==> src/rtl/pkf_pkg.sv <==
// Shared types and constants for the six-axis pose Kalman filter.
package pkf_pkg;

   // Fixed-point format and gain format
   localparam int FRAC_BITS  = 16;
   localparam int GAIN_BITS  = 17;
   localparam int GAIN_FRAC  = 16;
   localparam logic [GAIN_BITS-1:0] GAIN_ONE = 17'd65536;
   localparam logic [15:0] ROUND_HALF = 16'd32768;

   // Field widths
   localparam int AXIS_W    = 3;
   localparam int REG_IDX_W = 3;
   localparam int NUM_REGS  = 6;

   // Angle axes and their measurement variance clamp
   localparam logic [AXIS_W-1:0] ANGLE_FIRST = 3'd3;
   localparam logic [AXIS_W-1:0] ANGLE_LAST  = 3'd5;
   localparam logic [31:0] Q_CLAMP_LIMIT = 32'd10 << FRAC_BITS;
   localparam logic [31:0] Q_ANGLE_ONE   = 32'd1 << FRAC_BITS;

   // Command codes
   localparam logic CMD_LOAD = 1'b0;
   localparam logic CMD_STEP = 1'b1;

   // Gain divider: one quotient bit per cycle
   localparam int DIV_STEPS = GAIN_BITS;
   localparam int DIV_CNT_W = $clog2(DIV_STEPS);

   // Queue between front and back
   localparam int QUEUE_DEPTH = 2;

   typedef enum logic [1:0] {
      KIND_LOAD,
      KIND_STEP,
      KIND_SKIP
   } kind_type;

   typedef struct packed {
      kind_type                kind;
      logic [AXIS_W-1:0]       axis;
      logic signed [31:0]      control_delta;
      logic signed [31:0]      measurement;
      logic [31:0]             meas_var;
      logic [31:0]             proc_var;
      logic signed [31:0]      init_estimate;
      logic [31:0]             init_variance;
   } item_type;

   typedef enum logic [2:0] {
      ST_IDLE,
      ST_PRED,
      ST_DIV,
      ST_MUL,
      ST_DONE
   } back_state_type;

endpackage

==> src/rtl/pose_kalman_filter_six_axis_top.sv <==
// Top level of the six-axis pose Kalman filter: front, queue, back.
//
//   channel  dir  ports                         transfer
//   req      in   req_valid/req_ready + fields  beat when valid && ready
//   rsp      out  rsp_valid/rsp_ready + fields  beat when valid && ready
//   csr      in   csr_write_enable/index/data   write when enable is high
//
// A step item goes through pop, predict, the one-bit-per-cycle gain divider,
// multiply and update in the back end; load and skipped items go from predict
// straight to update.
// Reset clears the process variances and every axis estimate and variance.
// A two-deep queue lets requests land while the back end works; the result
// register holds a finished beat while the back end moves to the next item.
module pose_kalman_filter_six_axis_top #(
   parameter int NUM_AXES = 6
) (
   input  logic                               clock,
   input  logic                               reset,
   input  logic                               req_valid,
   output logic                               req_ready,
   input  logic                               req_command,
   input  logic [pkf_pkg::AXIS_W-1:0]         req_axis,
   input  logic signed [31:0]                 req_control_delta,
   input  logic signed [31:0]                 req_measurement,
   input  logic [31:0]                        req_meas_variance,
   input  logic signed [31:0]                 req_init_estimate,
   input  logic [31:0]                        req_init_variance,
   output logic                               rsp_valid,
   input  logic                               rsp_ready,
   output logic [pkf_pkg::AXIS_W-1:0]         rsp_axis_out,
   output logic signed [31:0]                 rsp_estimate,
   output logic [31:0]                        rsp_variance,
   output logic [pkf_pkg::GAIN_BITS-1:0]      rsp_gain,
   input  logic                               csr_write_enable,
   input  logic [pkf_pkg::REG_IDX_W-1:0]      csr_index,
   input  logic [31:0]                        csr_write_data
);
   import pkf_pkg::*;

   logic      q_full;
   logic      q_empty;
   logic      q_push;
   logic      q_pop;
   item_type  push_item;
   item_type  pop_item;

   pkf_front #(
      .NUM_AXES (NUM_AXES)
   ) u_front (
      .clock             (clock),
      .reset             (reset),
      .req_valid         (req_valid),
      .req_ready         (req_ready),
      .req_command       (req_command),
      .req_axis          (req_axis),
      .req_control_delta (req_control_delta),
      .req_measurement   (req_measurement),
      .req_meas_variance (req_meas_variance),
      .req_init_estimate (req_init_estimate),
      .req_init_variance (req_init_variance),
      .csr_write_enable  (csr_write_enable),
      .csr_index         (csr_index),
      .csr_write_data    (csr_write_data),
      .q_full            (q_full),
      .q_push            (q_push),
      .q_item            (push_item)
   );

   pkf_queue u_queue (
      .clock     (clock),
      .reset     (reset),
      .push      (q_push),
      .push_item (push_item),
      .full      (q_full),
      .pop       (q_pop),
      .empty     (q_empty),
      .pop_item  (pop_item)
   );

   pkf_back #(
      .NUM_AXES (NUM_AXES)
   ) u_back (
      .clock        (clock),
      .reset        (reset),
      .q_empty      (q_empty),
      .q_pop        (q_pop),
      .q_item       (pop_item),
      .rsp_valid    (rsp_valid),
      .rsp_ready    (rsp_ready),
      .rsp_axis_out (rsp_axis_out),
      .rsp_estimate (rsp_estimate),
      .rsp_variance (rsp_variance),
      .rsp_gain     (rsp_gain)
   );

   // Gain never exceeds one
   a_gain_range: assert property (@(posedge clock) disable iff (reset)
      rsp_valid |-> (rsp_gain <= GAIN_ONE))
      else $error("gain above one");

   // Full gain leaves no variance
   a_full_gain_var: assert property (@(posedge clock) disable iff (reset)
      (rsp_valid && (rsp_gain == GAIN_ONE)) |-> (rsp_variance == '0))
      else $error("nonzero variance at full gain");

   // Out-of-range axis gives an all-zero beat
   a_skip_zero: assert property (@(posedge clock) disable iff (reset)
      (rsp_valid && (32'(rsp_axis_out) >= 32'(NUM_AXES)))
         |-> ((rsp_estimate == '0) && (rsp_variance == '0) && (rsp_gain == '0)))
      else $error("out-of-range axis beat not zero");

   // A popped item never lands while the queue reports empty
   a_pop_nonempty: assert property (@(posedge clock) disable iff (reset)
      q_pop |-> !q_empty)
      else $error("pop from empty queue");

endmodule

==> src/rtl/pkf_front.sv <==
// Front end: takes request beats, holds process variances, classifies items.
module pkf_front #(
   parameter int NUM_AXES = 6
) (
   input  logic                               clock,
   input  logic                               reset,
   input  logic                               req_valid,
   output logic                               req_ready,
   input  logic                               req_command,
   input  logic [pkf_pkg::AXIS_W-1:0]         req_axis,
   input  logic signed [31:0]                 req_control_delta,
   input  logic signed [31:0]                 req_measurement,
   input  logic [31:0]                        req_meas_variance,
   input  logic signed [31:0]                 req_init_estimate,
   input  logic [31:0]                        req_init_variance,
   input  logic                               csr_write_enable,
   input  logic [pkf_pkg::REG_IDX_W-1:0]      csr_index,
   input  logic [31:0]                        csr_write_data,
   input  logic                               q_full,
   output logic                               q_push,
   output pkf_pkg::item_type                  q_item
);
   import pkf_pkg::*;

   logic [31:0] proc_var_ff [NUM_REGS];
   logic        in_range;
   logic        has_reg;
   logic        is_angle;

   // Process variance registers
   always_ff @(posedge clock) begin
      if (reset) begin
         for (int i = 0; i < NUM_REGS; i++) begin
            proc_var_ff[i] <= '0;
         end
      end else if (csr_write_enable && (csr_index < REG_IDX_W'(NUM_REGS))) begin
         proc_var_ff[csr_index] <= csr_write_data;
      end
   end

   // Handshake into the queue
   assign req_ready = !q_full;
   assign q_push    = req_valid && !q_full;

   // Classification and variance selection
   assign in_range = 32'(req_axis) < 32'(NUM_AXES);
   assign has_reg  = req_axis < AXIS_W'(NUM_REGS);
   assign is_angle = (req_axis >= ANGLE_FIRST) && (req_axis <= ANGLE_LAST);

   always_comb begin
      q_item.axis          = req_axis;
      q_item.control_delta = req_control_delta;
      q_item.measurement   = req_measurement;
      q_item.init_estimate = req_init_estimate;
      q_item.init_variance = req_init_variance;
      q_item.proc_var      = has_reg ? proc_var_ff[req_axis] : '0;
      // angle axes: a large measurement variance falls back to 1.0
      if (is_angle && (req_meas_variance >= Q_CLAMP_LIMIT)) begin
         q_item.meas_var = Q_ANGLE_ONE;
      end else begin
         q_item.meas_var = req_meas_variance;
      end
      priority if (!in_range) begin
         q_item.kind = KIND_SKIP;
      end else if (req_command == CMD_LOAD) begin
         q_item.kind = KIND_LOAD;
      end else begin
         q_item.kind = KIND_STEP;
      end
   end

endmodule

==> src/rtl/pkf_queue.sv <==
// Small FIFO of classified items between front and back.
module pkf_queue (
   input  logic               clock,
   input  logic               reset,
   input  logic               push,
   input  pkf_pkg::item_type  push_item,
   output logic               full,
   input  logic               pop,
   output logic               empty,
   output pkf_pkg::item_type  pop_item
);
   import pkf_pkg::*;

   localparam int PTR_W = (QUEUE_DEPTH > 1) ? $clog2(QUEUE_DEPTH) : 1;
   localparam int CNT_W = $clog2(QUEUE_DEPTH + 1);

   item_type           entry_ff [QUEUE_DEPTH];
   logic [PTR_W-1:0]   wr_ptr_ff, wr_ptr_in;
   logic [PTR_W-1:0]   rd_ptr_ff, rd_ptr_in;
   logic [CNT_W-1:0]   count_ff, count_in;
   logic               do_push;
   logic               do_pop;

   assign full     = count_ff == CNT_W'(QUEUE_DEPTH);
   assign empty    = count_ff == '0;
   assign do_push  = push && !full;
   assign do_pop   = pop && !empty;
   assign pop_item = entry_ff[rd_ptr_ff];

   // Pointer and count updates
   always_comb begin
      wr_ptr_in = wr_ptr_ff;
      rd_ptr_in = rd_ptr_ff;
      count_in  = count_ff;
      if (do_push) begin
         wr_ptr_in = (wr_ptr_ff == PTR_W'(QUEUE_DEPTH - 1)) ? '0 : wr_ptr_ff + 1'b1;
      end
      if (do_pop) begin
         rd_ptr_in = (rd_ptr_ff == PTR_W'(QUEUE_DEPTH - 1)) ? '0 : rd_ptr_ff + 1'b1;
      end
      if (do_push && !do_pop) begin
         count_in = count_ff + 1'b1;
      end else if (do_pop && !do_push) begin
         count_in = count_ff - 1'b1;
      end
   end

   always_ff @(posedge clock) begin
      if (reset) begin
         wr_ptr_ff <= '0;
         rd_ptr_ff <= '0;
         count_ff  <= '0;
      end else begin
         wr_ptr_ff <= wr_ptr_in;
         rd_ptr_ff <= rd_ptr_in;
         count_ff  <= count_in;
      end
   end

   // Entry storage
   always_ff @(posedge clock) begin
      if (do_push) begin
         entry_ff[wr_ptr_ff] <= push_item;
      end
   end

endmodule

==> src/rtl/pkf_back.sv <==
// Back end: per-axis state, predict, serial gain divide, update, result register.
module pkf_back #(
   parameter int NUM_AXES = 6
) (
   input  logic                                 clock,
   input  logic                                 reset,
   input  logic                                 q_empty,
   output logic                                 q_pop,
   input  pkf_pkg::item_type                    q_item,
   output logic                                 rsp_valid,
   input  logic                                 rsp_ready,
   output logic [pkf_pkg::AXIS_W-1:0]           rsp_axis_out,
   output logic signed [31:0]                   rsp_estimate,
   output logic [31:0]                          rsp_variance,
   output logic [pkf_pkg::GAIN_BITS-1:0]        rsp_gain
);
   import pkf_pkg::*;

   localparam int IDX_W = (NUM_AXES > 1) ? $clog2(NUM_AXES) : 1;
   localparam int EXT_W = IDX_W + AXIS_W;

   back_state_type         state_ff, state_in;
   item_type               item_ff;
   logic signed [31:0]     est_ff [NUM_AXES];
   logic [31:0]            var_ff [NUM_AXES];
   logic [EXT_W-1:0]       axis_ext;
   logic [IDX_W-1:0]       idx;

   // predict
   logic [32:0]            pp_sum;
   logic [31:0]            pp_in, pp_ff;
   logic [32:0]            xp_sum;
   logic signed [31:0]     xp_in, xp_ff;
   logic [32:0]            den_in, den_ff;

   // divide
   logic [DIV_CNT_W-1:0]   cnt_ff;
   logic [33:0]            rem_ff, rem_in, shifted;
   logic                   ge;
   logic [GAIN_BITS-1:0]   quo_ff;
   logic                   div_last;

   // multiply
   logic [GAIN_BITS-1:0]   gain_in, gain_ff;
   logic [32:0]            innov, innov_neg;
   logic                   neg_in, neg_ff;
   logic [31:0]            innov_mag;
   logic [GAIN_BITS-1:0]   ugain;
   logic [48:0]            xprod_in, xprod_ff;
   logic [48:0]            pprod_in, pprod_ff;

   // update
   logic [49:0]            corr_sum, p_sum;
   logic [33:0]            corr_mag;
   logic [35:0]            xp_ext, corr_ext, x_sum;
   logic signed [31:0]     x_new;
   logic [31:0]            p_new;
   logic signed [31:0]     est_out;
   logic [31:0]            var_out;
   logic [GAIN_BITS-1:0]   gain_out;
   logic                   done_fire;
   logic                   wr_state;

   // result register
   logic                   rsp_valid_ff, rsp_valid_in;
   logic [AXIS_W-1:0]      rsp_axis_ff;
   logic signed [31:0]     rsp_est_ff;
   logic [31:0]            rsp_var_ff;
   logic [GAIN_BITS-1:0]   rsp_gain_ff;

   assign axis_ext = EXT_W'(item_ff.axis);
   assign idx      = axis_ext[IDX_W-1:0];

   // Next state
   always_comb begin
      state_in = state_ff;
      unique case (state_ff)
         ST_IDLE: if (!q_empty) state_in = ST_PRED;
         ST_PRED: state_in = (item_ff.kind == KIND_STEP) ? ST_DIV : ST_DONE;
         ST_DIV:  if (div_last) state_in = ST_MUL;
         ST_MUL:  state_in = ST_DONE;
         ST_DONE: if (done_fire) state_in = ST_IDLE;
         default: state_in = ST_IDLE;
      endcase
   end

   // Control outputs
   always_comb begin
      q_pop     = 1'b0;
      done_fire = 1'b0;
      unique case (state_ff)
         ST_IDLE: q_pop = !q_empty;
         ST_DONE: done_fire = !rsp_valid_ff || rsp_ready;
         default: begin
            q_pop     = 1'b0;
            done_fire = 1'b0;
         end
      endcase
   end

   always_ff @(posedge clock) begin
      if (reset) begin
         state_ff <= ST_IDLE;
      end else begin
         state_ff <= state_in;
      end
   end

   // Predict: saturated p + r and x + u, denominator p' + q
   always_comb begin
      pp_sum = {1'b0, var_ff[idx]} + {1'b0, item_ff.proc_var};
      pp_in  = pp_sum[32] ? '1 : pp_sum[31:0];
      xp_sum = {est_ff[idx][31], est_ff[idx]}
             + {item_ff.control_delta[31], item_ff.control_delta};
      if (xp_sum[32] != xp_sum[31]) begin
         xp_in = xp_sum[32] ? 32'sh8000_0000 : 32'sh7fff_ffff;
      end else begin
         xp_in = $signed(xp_sum[31:0]);
      end
      den_in = {1'b0, pp_in} + {1'b0, item_ff.meas_var};
   end

   // Restoring divide: one gain bit per cycle, MSB first
   assign shifted  = (cnt_ff == '0) ? rem_ff : {rem_ff[32:0], 1'b0};
   assign ge       = shifted >= {1'b0, den_ff};
   assign rem_in   = ge ? (shifted - {1'b0, den_ff}) : shifted;
   assign div_last = cnt_ff == DIV_CNT_W'(DIV_STEPS - 1);

   // Multiply: |y - x'| * k and (1 - k) * p'
   always_comb begin
      gain_in   = (den_ff == '0) ? '0 : quo_ff;
      innov     = {item_ff.measurement[31], item_ff.measurement} - {xp_ff[31], xp_ff};
      innov_neg = 33'd0 - innov;
      neg_in    = innov[32];
      innov_mag = neg_in ? innov_neg[31:0] : innov[31:0];
      ugain     = GAIN_ONE - gain_in;
      xprod_in  = 49'(innov_mag) * 49'(gain_in);
      pprod_in  = 49'(ugain) * 49'(pp_ff);
   end

   // Update: rounded correction, saturated estimate, rounded variance
   always_comb begin
      corr_sum = 50'(xprod_ff) + 50'(ROUND_HALF);
      corr_mag = corr_sum[49:GAIN_FRAC];
      xp_ext   = {{4{xp_ff[31]}}, xp_ff};
      corr_ext = {2'b00, corr_mag};
      x_sum    = neg_ff ? (xp_ext - corr_ext) : (xp_ext + corr_ext);
      if (x_sum[35:31] != {5{x_sum[35]}}) begin
         x_new = x_sum[35] ? 32'sh8000_0000 : 32'sh7fff_ffff;
      end else begin
         x_new = $signed(x_sum[31:0]);
      end
      p_sum = 50'(pprod_ff) + 50'(ROUND_HALF);
      p_new = p_sum[47:GAIN_FRAC];
   end

   // Result selection by item kind
   always_comb begin
      unique case (item_ff.kind)
         KIND_LOAD: begin
            est_out  = item_ff.init_estimate;
            var_out  = item_ff.init_variance;
            gain_out = '0;
         end
         KIND_STEP: begin
            est_out  = x_new;
            var_out  = p_new;
            gain_out = gain_ff;
         end
         default: begin
            est_out  = '0;
            var_out  = '0;
            gain_out = '0;
         end
      endcase
   end

   assign wr_state = done_fire && (item_ff.kind != KIND_SKIP);

   // Datapath registers
   always_ff @(posedge clock) begin
      if (q_pop) begin
         item_ff <= q_item;
      end
      if (state_ff == ST_PRED) begin
         pp_ff  <= pp_in;
         xp_ff  <= xp_in;
         den_ff <= den_in;
         rem_ff <= {2'b00, pp_in};
         cnt_ff <= '0;
         quo_ff <= '0;
      end
      if (state_ff == ST_DIV) begin
         rem_ff <= rem_in;
         cnt_ff <= cnt_ff + 1'b1;
         quo_ff <= {quo_ff[GAIN_BITS-2:0], ge};
      end
      if (state_ff == ST_MUL) begin
         gain_ff  <= gain_in;
         neg_ff   <= neg_in;
         xprod_ff <= xprod_in;
         pprod_ff <= pprod_in;
      end
   end

   // Per-axis state
   always_ff @(posedge clock) begin
      if (reset) begin
         for (int i = 0; i < NUM_AXES; i++) begin
            est_ff[i] <= '0;
            var_ff[i] <= '0;
         end
      end else if (wr_state) begin
         est_ff[idx] <= est_out;
         var_ff[idx] <= var_out;
      end
   end

   // Result register
   assign rsp_valid_in = done_fire ? 1'b1 : (rsp_ready ? 1'b0 : rsp_valid_ff);

   always_ff @(posedge clock) begin
      if (reset) begin
         rsp_valid_ff <= 1'b0;
      end else begin
         rsp_valid_ff <= rsp_valid_in;
      end
   end

   always_ff @(posedge clock) begin
      if (done_fire) begin
         rsp_axis_ff <= item_ff.axis;
         rsp_est_ff  <= est_out;
         rsp_var_ff  <= var_out;
         rsp_gain_ff <= gain_out;
      end
   end

   assign rsp_valid    = rsp_valid_ff;
   assign rsp_axis_out = rsp_axis_ff;
   assign rsp_estimate = rsp_est_ff;
   assign rsp_variance = rsp_var_ff;
   assign rsp_gain     = rsp_gain_ff;

endmodule
==> config.mk <==
export PLATFORM = sky130hd
export DESIGN_NAME = pose_kalman_filter_six_axis_top
export DESIGN_NICKNAME = d
export VERILOG_FILES = /design/src/rtl/pkf_pkg.sv /design/src/rtl/pose_kalman_filter_six_axis_top.sv /design/src/rtl/pkf_front.sv /design/src/rtl/pkf_queue.sv /design/src/rtl/pkf_back.sv
export SDC_FILE = /design/constraint.sdc
export NUM_CORES = 2
export LEC_CHECK = 0
export BUFFER_PORTS_ARGS = -buffer_cell sky130_fd_sc_hd__buf_2
export CORE_MARGIN = 2
export CORE_UTILIZATION = 55
export CTS_BUF_LIST = sky130_fd_sc_hd__clkbuf_16
export DETAILED_ROUTE_END_ITERATION = 6
export GPL_TIMING_DRIVEN = 1
export PLACE_DENSITY = 0.84
export SETUP_SLACK_MARGIN = 0.3
export SYNTH_ARGS = -nofsm -noshare
export SYNTH_HDL_FRONTEND = slang
export SYNTH_SLANG_ARGS = --single-unit
==> constraint.sdc <==
create_clock -name clock -period 12.3 [get_ports clock]
set_clock_uncertainty 0.2 [all_clocks]
set_input_delay 0 -clock clock [delete_from_list [all_inputs] [get_ports clock]]
set_output_delay 0 -clock clock [all_outputs]
set_load 0.05 [all_outputs]
==> results.yml <==
sta:
  slew_violations: 0
  maxSlewHeadroom_pct: 15.7
  fin_setup_tns_ps: 0
  setup_viol: 0
  final_hold_viol_count: 0
  rsz0062_at_grt: "no"
  fin_crit_sh_pct: 93.3
  worst_pin_slew_ps: 1260
  fmax_ghz: 0.0871
  finalCriticalPeriod_ps: 11480
outcome:
  run_status: "finished, violations left"
  violations: "DRC"
cells_and_area:
  mostFrequentLayoutCells: "edfxtp_1, inv_1, nand2_1, nor2_1, fa_1"
  drive_gt1_share_pct: 12.9
  final_nets: 11473
  area_growth_syn_to_layout_pct: 13.1
  final_common_cell: "edfxtp_1"
global_route:
  grt_use_met1_pct: 38.5
  met3_usage_pct: 8.24
  grt_max_degree: 120
  gr-usage-met2_pct: 51.3
  top_usage_layer: "met2"
  grt_pass1_vias: 81343
  grt_usage_pct: 32.2
  antenna_found_initial: 31
  overflow: 0
  grt_pass1_wl_um: 490000
logic_synthesis:
  ys_ff_latch: 1625
  synthFlopType: "edfxtp_1"
  syn-cell-area_sq_um: 109000
  synth-seq-area-share_pct: 44.8
  synth_nets: 10832
  async_reset_ff_share_pct: 0
  yosysUniqueCellTypes: 99
  synth-edff-count: 1617
  syn_inst: 9287
  avgSynthCellArea_sq_um: 11.7
  ys.warnings.count: 0
clocking:
  tritoncts: "yes"
  cts_buffers: 157
  clk_pin_slew_worst_paths_ps: 70
  clockRootBuffer: "clkbuf_16"
  clk_path_buf_depth: 3
  cts_post_setup_buffers_inserted: 0
  numClockSinks: 1625
  cts-htree-levels: 4
  insertion_delay_ps: 840
worst_setup_path:
  cpMostUsedCell: "fa_1"
  cpMaxStageDelayCell: "fa_1"
  cp_max_fo: 17
  timing.rr.start: "u_back.xp_ff[4]"
  arrival_ps: 11830
  start_kind: "register"
  end_kind: "register"
  worstPathRequired_ps: 12660
  critPathMaxStageDelay_ps: 570
  critPathKind: "register to register"
  startpoint: "u_back.xp_ff[4]"
die:
  rows: 163
  die_x_um: 449
  core_sq_um: 197000
  ios: 290
  die_h_um: 449
  initial_utilization_pct: 55.2
  dieArea_sq_um: 201000
drt:
  post_drt_wl_per_cell_um: 25.6
  avgViaCountPerCell: 6.13
  wl_um: 325000
  drt-initial-drc-count: 9013
  drcViolationCount: 2
  route.vias.total: 77891
  antenna_left: 0
  firstDrtPassIters: 7
run:
  cap_violations: 0
hold_path:
  min_path_type: "primary input to register"
  min_from: "reset"
placed_design:
  place.port_buffers: 289
  gp_congestion: 1.01
  dp_hpwl_um: 215000
==> kinds of logic (layout without fill, tap and decap cells) <==
family / count (synthesis) / after routing / share of synthesized area [%]
and+or+nand+nor: 2723 / 2723 / 11.3
DFF: 1625 / 1625 / 44.8
buffers and inverters: 1711 / 2473 / 5.96
xor gates and xnor gates: 376 / 376 / 3.05
muxes: 502 / 502 / 6.79
AOI/OAI and AO/OA: 1004 / 1004 / 6.50
adders and majority gates: 1346 / 1346 / 21.7
other: 0 / 20 / 0
==> layer usage <==
layer	vias up	share of wire, %
met1	38305	34
met3	1430	12
li1	32640	-
met5	-	0.058
met4	28	8.1
met2	5488	47
==> sequential cells by signal, indices dropped and copies added, names as in the netlist, 2 cells and up <==
signal               count
u_back.idx               3
u_back.xp_ff            32
u_back.state_ff          3
u_back.pp_ff            32
u_back.rsp_variance     32
u_queue.count_ff         2
u_back.var_ff          256
u_back.rsp_gain         17
u_back.xprod_ff         34
u_back.gain_ff          17
u_front.proc_var_ff    192
u_queue.entry_ff       394
u_back.rsp_axis_out      3
u_back.pprod_ff         33
u_back.den_ff           33
u_back.item_ff         194
u_back.cnt_ff            5
u_back.rsp_estimate     32
u_back.quo_ff           17
u_back.est_ff          256
u_back.rem_ff           34
==> worst max-delay path: cells and delay by family, from the launching register on <==
family | cells | cell delay [ps]
AO/OA/AOI/OAI | 16 | 4480
adder cells (fa/ha/maj) | 8 | 3630
buffers and inverters | 8 | 1150
AND/OR/NAND/NOR | 4 | 980
flip-flops | 1 | 410
XOR/XNOR | 2 | 280
==> final cells by class <==
| cell class | instances | area (sq um) |
|---|---|---|
| antenna | 20 | 50.0 |
| multi-input combinational | 5951 | 54000 |
| clock buffer | 161 | 4030 |
| timing repair buffer | 885 | 6980 |
| clock inverter | 119 | 1180 |
| inverter | 1308 | 4920 |
| fill | 14141 | 73900 |
| sequential | 1625 | 48700 |
| tap | 2640 | 3300 |
==> through the flow <==
stage               area, sq um  hold WS, ps  util [%]  worst slack [ps]  cells
global placement         114000        -12.5      57.7              1130  11990
finish                   123000          122      62.5               825  12709
detailed placement       114000        -7.93      57.7               957  11990
floorplan                109000         -101         -              1220   9287
CTS                      123000         68.4      62.5               912  12689
global route             123000          135      62.5               336  12696
==> cells in the mapped netlist (11+ instances only) <==
cell      number  area (sq um)
edfxtp_1    1617         48600
inv_1       1303          4890
nand2_1      980          3680
nor2_1       914          3430
fa_1         899         18000
ha_1         442          5530
clkbuf_1     330          1240
mux2_2       294          3310
and2_1       276          1730
a21oi_1      275          1380
xnor2_1      229          2010
mux4_2       160          3600
o21ai_0      153           766
xor2_1       143          1250
a21o_1       128           961
nand3_1       98           490
nor3_1        94           470
o21a_1        71           533
nand2b_1      66           413
nor2b_1       62           388
and3_1        57           357
a211oi_1      51           383
mux2i_1       48           480
buf_1         46           173
nand4_1       44           275
a31oi_1       40           250
o22ai_1       35           219
o21bai_1      28           210
nor4_1        26           163
o31ai_1       25           188
or3_1         23           144
a221oi_4      22           578
o211ai_1      20           150
buf_2         17          85.1
or2_2         15          93.8
a21boi_0      12          90.1
a211o_1       11          96.3
==> worst paths after layout <==
kind | slack, ps | endpoint | cells after the start
setup / recovery | 820 | u_back.xprod_ff[48] | 38
hold / removal | 120 | u_queue.rd_ptr_ff | 3
setup reg to reg | 820 | u_back.xprod_ff[48] | 38
hold reg to reg | 330 | u_back.rsp_gain[8] | 1
==> what timing repair did <==
action / 4_1_cts / 5_1_grt
gates resized for setup: 0 / 3
hold buffers: 419 / 0
endpoints found under the hold margin: 730 / 0
setup endpoints to repair: 0 / 2
Power is left out: the tool's default activity adds up to more than one toggle a clock period on the data nets, which glitch-free logic cannot reach.
